## src/rtl/bfu_div.sv

```systemverilog
`default_nettype none
// Pipelined restoring divider, one quotient bit per stage.
// The caller guarantees that the quotient fits in QW bits.
module bfu_div #(
    parameter int NW = 42,
    parameter int QW = 26,
    parameter int DW = 13
) (
    input  wire logic          aclk,
    input  wire logic          en,
    input  wire logic [NW-1:0] num_i,
    input  wire logic [DW-1:0] den_i,
    output logic      [QW-1:0] quo_o,
    output logic      [DW-1:0] rem_o
);

    logic [DW-1:0] r_reg  [QW];
    logic [QW-1:0] lo_reg [QW];
    logic [DW-1:0] d_reg  [QW];

    for (genvar k = 0; k < QW; k++) begin : g_stage
        logic [DW-1:0] r_in;
        logic [QW-1:0] lo_in;
        logic [DW-1:0] d_in;
        logic [DW:0]   t;
        logic          ge;
        logic [DW-1:0] r_next;
        logic [QW-1:0] lo_next;

        if (k == 0) begin : g_first
            assign r_in  = DW'(num_i >> QW);
            assign lo_in = num_i[QW-1:0];
            assign d_in  = den_i;
        end else begin : g_rest
            assign r_in  = r_reg[k-1];
            assign lo_in = lo_reg[k-1];
            assign d_in  = d_reg[k-1];
        end

        always_comb begin
            t       = {r_in, lo_in[QW-1]};
            ge      = (t >= {1'b0, d_in});
            r_next  = ge ? DW'(t - {1'b0, d_in}) : DW'(t);
            lo_next = {lo_in[QW-2:0], ge};
        end

        always_ff @(posedge aclk) begin
            if (en) begin
                r_reg[k]  <= r_next;
                lo_reg[k] <= lo_next;
                d_reg[k]  <= d_in;
            end
        end
    end

    assign quo_o = lo_reg[QW-1];
    assign rem_o = r_reg[QW-1];

endmodule
`default_nettype wire

```

## config.mk

```make
export PLATFORM = sky130hd
export DESIGN_NAME = bfu_div
export DESIGN_NICKNAME = d
export VERILOG_FILES = /design/src/rtl/bfu_div.sv
export SDC_FILE = /design/constraint.sdc
export NUM_CORES = 2
export LEC_CHECK = 0
export ABC_AREA = 1
export BUFFER_PORTS_ARGS = -buffer_cell sky130_fd_sc_hd__buf_2
export CORE_ASPECT_RATIO = 1.5
export CORE_MARGIN = 4
export CORE_UTILIZATION = 30
export CTS_CLUSTER_SIZE = 30
export DETAILED_ROUTE_END_ITERATION = 16
export PLACE_DENSITY = 0.56
export SYNTH_ARGS = -nofsm -noshare
export SYNTH_HDL_FRONTEND = slang
export SYNTH_SLANG_ARGS = --single-unit
```

## constraint.sdc

```tcl
create_clock -name aclk -period 2.9 [get_ports aclk]
set_input_delay 0.87 -clock aclk [delete_from_list [all_inputs] [get_ports aclk]]
set_output_delay 0.87 -clock aclk [all_outputs]
set_load 0.01 [all_outputs]
```

[Yosys cells after proc, flatten, opt, wreduce, memory -nomap -nowiden]
Memory sizes are Yosys's and may differ from the RTL's.
Cells that the tools add are included.
Word-level totals
  flip-flop bits (word level): 0
  memory bits (writable): 1352
  input bits: 57
  output and inout port bits: 39
  logic and storage cells: 83
  memories: 3
Memory list
  lo_reg: words 26, bits a word 26, rd ports 26, clocked after memory_dff 0, write ports 26, RTL line 18  | logic [QW-1:0] lo_reg [QW];
  d_reg: words 26, bits a word 13, rd ports 25, clocked after memory_dff 0, write ports 26, RTL line 19  | logic [DW-1:0] d_reg [QW];
  r_reg: words 26, bits a word 13, rd ports 26, clocked after memory_dff 0, write ports 26, RTL line 17  | logic [DW-1:0] r_reg [QW];
Cells by class
  $add $sub $neg: 26
  $lt $le $gt $ge: 26
  multiplexer cells: 28
Operators by type and width (count)
  14-bit by 13-bit >= comparator with 1-bit output: 26
  13-bit 2-to-1 mux: 26
  13-bit subtractor: 26
  1-bit 2-to-1 mux: 2

[Longest topological paths before layout]
  depth in word-level cells: 2
  depth in mapped cells: 13
  mapped depth without buffers: 12

[Worst setup path after synthesis]
OpenSTA, ideal clock, no wires.
  path kind: input to register
  start: input num_i[25]
  end: memory r_reg[0][1], data pin
  setup time: 0.253 ns
  data arrival time: 2.292 ns
  data required time: 2.647 ns
  slack: 0.355 ns
  stages: 13
  path buffers: 1
  cells stage by stage: inv_1 -> ha_1 -> inv_1 -> fa_1 -> nand2_1 -> nand2_1 -> nand3_1 -> nand2_1 -> nand2_2 -> nand3_4 -> buf_6 -> nand2_2 -> o21ai_2
RTL lines
  start, declared: RTL line 11  | input wire logic [NW-1:0] num_i,
  end, declared: RTL line 17

==> impl_metrics.toml <==
[sta]
rsz0062_at_grt = "false"
finalWorstPathRequiredPeriod_ns = 2.64
worst_clock_skew_ns = 0.0546
achievable-frequency_ghz = 0.378
finalSetupTns_ns = 0
rel_slew_slack_pct = 52.0
tightest_slew_ns = 0.720
slew_viol_final = 0
final_min_period_over_clock_period_pct = 91.1
final_hold_viol_count = 0
setup_viol_count_final = 0

[cells_and_area]
layout-area-overhead-vs-synth_pct = 13.4
largest_reg_flops = 676
share_of_final_layout_standard_cells_stronger_than_drive_strength_1_pct = 15.1
fillCellCount = 23400
layout_nets = 7613

[synthesis]
synth_edf_count = 1339
yosys_most_used_dff = "edfxtp_1"
synth_area_leaders = "edfxtp_1 (57%), nand2_1 (10%), inv_1 (7.6%), ha_1 (6.0%), nand3_1 (2.4%)"
synth.yosys.seq_area_share_pct = 57.1
ys_async_sr_fraction_pct = 0
mappedNetlistArea_mm2 = 0.0704
ys.warnings.count = 0
synth.most_common_cell = "nand2_1"
syn_nets = 7342
yosys.area.top_type = "edfxtp_1"
synth_area_per_cell_um2 = 10.2
synth_top_cell_area_share_pct = 57.1
netlist-cell-type-count = 30
ys_ff_latch = 1339
synthTopCellsByCount = "nand2_1 (1,939), inv_1 (1,423), edfxtp_1 (1,339)"
synthCells = 6921

[power]
irDropWorstVdd_mv = 0.439
clock_power_share_pct = 23.6
pwr_total_uw = 79700
cellLeakagePower_uw = 0.0364
power_switching_share_pct = 39.1
share_seq_of_total_power_pct = 35.9
p_int_uw = 48600
net_switching_power_uw = 31100
pwr_density_cell_mw_per_mm2 = 997
comb_power_share_pct = 40.6

[setup_path]
startpoint = "lo_reg[1][51]"
timing.critical_path.cells = "inv_1, ha_1, inv_1, fa_1, nand2_1, nand2_1, nand3_1, nand2_1, nand2_2, nand3_2, buf_4, buf_4, nand2_2, o21ai_2"
crit_path_max_delay_cell_type = "fa_1"
worstReg2RegStart = "lo_reg[1][51]"
cp-end-kind = "register"
worst-path-max-fanout = 19
worst_ep_arrival_ns = 3.17
critPathKind = "reg -> reg"
worst_setup_path_start_kind = "register"
max_stage_delay_ns = 0.47
path_common_cell = "nand2_1"
required_time_of_the_critical_path_ns = 3.43

[routing]
route.vias.total = 45300
routed_wirelength_um = 158000
route.antenna.remaining_nets = 0
avgRoutedWirePerCell_um = 15.2
drt_pass1_iterations = 7
post-route-drc-count = 0
drt-initial-drc-count = 2108
drt-vias-per-instance = 4.37

[clock_network]
tritoncts = "yes"
cts_root_buf = "clkbuf_16"
cts_inserted_buffers = 153
cts_resized = 0
ctsHtreeMaxLevel = 4
clkLatencyLatePin_ns = 0.79
cts_sinks = 1339
path_clk_slew_ns = 0.06
count_of_hold_fix_buffers_inserted_at_cts = 0
post-cts-setup-buffers = 0
cts_max_path_buffers = 4

[grt]
grt_pass1_vias = 46300
grt_max_degree = 120
globalRouteTotalUtil_pct = 12.8
grt_overflow = 0
antenna_found_initial = 2
grt_pass1_wl_um = 248000

[die]
die_outline_area_mm2 = 0.243
core_mm2 = 0.233
ios = 96
die_width_um = 404
placementRows = 217
starting_density_pct = 30.2
dieHeight_um = 601

[status]
status = "finished clean"

[hold_path]
hp-start = "num_i[24]"
holdCritPathClass = "in -> reg"

[job]
timing.max_cap.violations = 0

[placed_design]
gpl.final_weighted_congestion = 0.939
portBuffers = 92
total_half_perimeter_wirelength_after_legalization_and_detailed_placement_um = 122000
==> worst max-delay path: cells and delay by family (launching register included) <==
| family | cells | cell delay, ns |
|---|---|---|
| flops | 1 | 0.36 |
| buf+inv | 4 | 0.64 |
| simple gates | 7 | 0.71 |
| fa+ha+maj | 2 | 0.62 |
| compound gates | 1 | 0.04 |
==> power groups by stage <==
stage          Combinational, µW  Sequential, µW  Clock (µW)
2_1_floorplan              25400           27900           0
3_3_place_gp               32300           29000           0
3_5_place_dp               32500           29000           0
4_1_cts                    32700           28600       19600
5_1_grt                    36600           28900       20400
6_report                   32300           28600       18800
==> placed cells by master, fill, tap and decap left out <==
| master | Yosys | final |
|---|---|---|
| nand2_2 | 162 | 162 |
| nand2_1 | 1939 | 1939 |
| a21oi_1 | 100 | 100 |
| buf_2 | 24 | 91 |
| nand2_4 | 8 | 8 |
| clkinvlp_4 | 0 | 10 |
| inv_1 | 1423 | 1423 |
| and2_2 | 8 | 8 |
| bufinv_16 | 0 | 13 |
| edfxtp_1 | 1339 | 1339 |
| buf_4 | 0 | 70 |
| nand4_4 | 19 | 19 |
| nor2_4 | 30 | 30 |
| clkinv_4 | 0 | 7 |
| inv_6 | 0 | 8 |
| nor3_4 | 12 | 12 |
| clkbuf_16 | 0 | 155 |
| diode_2 | 0 | 1 |
| o21ai_1 | 33 | 33 |
| nand4_2 | 3 | 3 |
| clkbuf_1 | 0 | 20 |
| and2_1 | 2 | 2 |
| fa_1 | 26 | 26 |
| nor2_1 | 211 | 211 |
| nand3_2 | 126 | 126 |
| nor3_1 | 1 | 1 |
| clkinv_1 | 0 | 25 |
| xor2_1 | 139 | 139 |
| nand4_1 | 264 | 264 |
| nor2_2 | 77 | 77 |
| nand3_1 | 341 | 341 |
| nand3_4 | 6 | 6 |
| buf_12 | 2 | 31 |
| o21ai_2 | 166 | 166 |
| ha_1 | 338 | 338 |
| a21oi_4 | 26 | 26 |
| inv_2 | 46 | 46 |
| clkinv_2 | 0 | 28 |
==> metrics by stage <==
step           instance area (µm²)  hold slack (ns)  util [%]  worst slack, ns  instances
3_5_place_dp                 75100            0.405      32.2           0.0620      10100
5_1_grt                      79900            0.175      34.3           0.0949      10400
3_3_place_gp                 75100            0.400      32.2         -0.00334      10100
4_1_cts                      79900            0.156      34.3            0.237      10400
6_report                     79900            0.241      34.3            0.258      10400
2_1_floorplan                70400            0.400         -            0.355       6921
==> cell type report <==
type                       count  area (µm²)  share of cell area, %
timing repair buffer         192        1600                   2.00
inverter                    1469        5510                   6.90
clock inverter                91         831                   1.04
antenna                        1        2.50                0.00313
clock buffer                 175        3950                   4.95
multi-input combinational   4037       23900                   30.0
tap                         3066        3840                   4.80
sequential                  1339       40200                   50.3
==> kinds of logic (layout without fill, tap and decap cells) <==
| group | after synthesis | in the layout | share of synthesized area (%) |
|---|---|---|---|
| adders and majority gates | 364 | 364 | 6.74 |
| other | 0 | 1 | 0 |
| buffers and inverters | 1545 | 1927 | 8.91 |
| DFF | 1339 | 1339 | 57.1 |
| and+or+nand+nor | 3209 | 3209 | 21.9 |
| xor gates and xnor gates | 139 | 139 | 1.73 |
| AOI/OAI and AO/OA | 325 | 325 | 3.61 |
==> metal layers <==
layer / GRT usage [%] / vias up / wire length, µm
li1: - / 23100 / -
met3: 1.79 / 406 / 4480
met2: 25.7 / 661 / 88200
met5: 0 / - / 0
met4: 6.74 / 0 / 9100
met1: 12.5 / 21100 / 56000
==> final timing paths <==
path	endpoint	slack, ns	depth (start not counted)
min	lo_reg[0][25]	0.24	1
max reg2reg	r_reg[1][32]	0.26	14
min reg2reg	lo_reg[1][110]	0.38	0
max	r_reg[1][32]	0.26	14
Note: power is estimated with default switching activity, not from simulation.
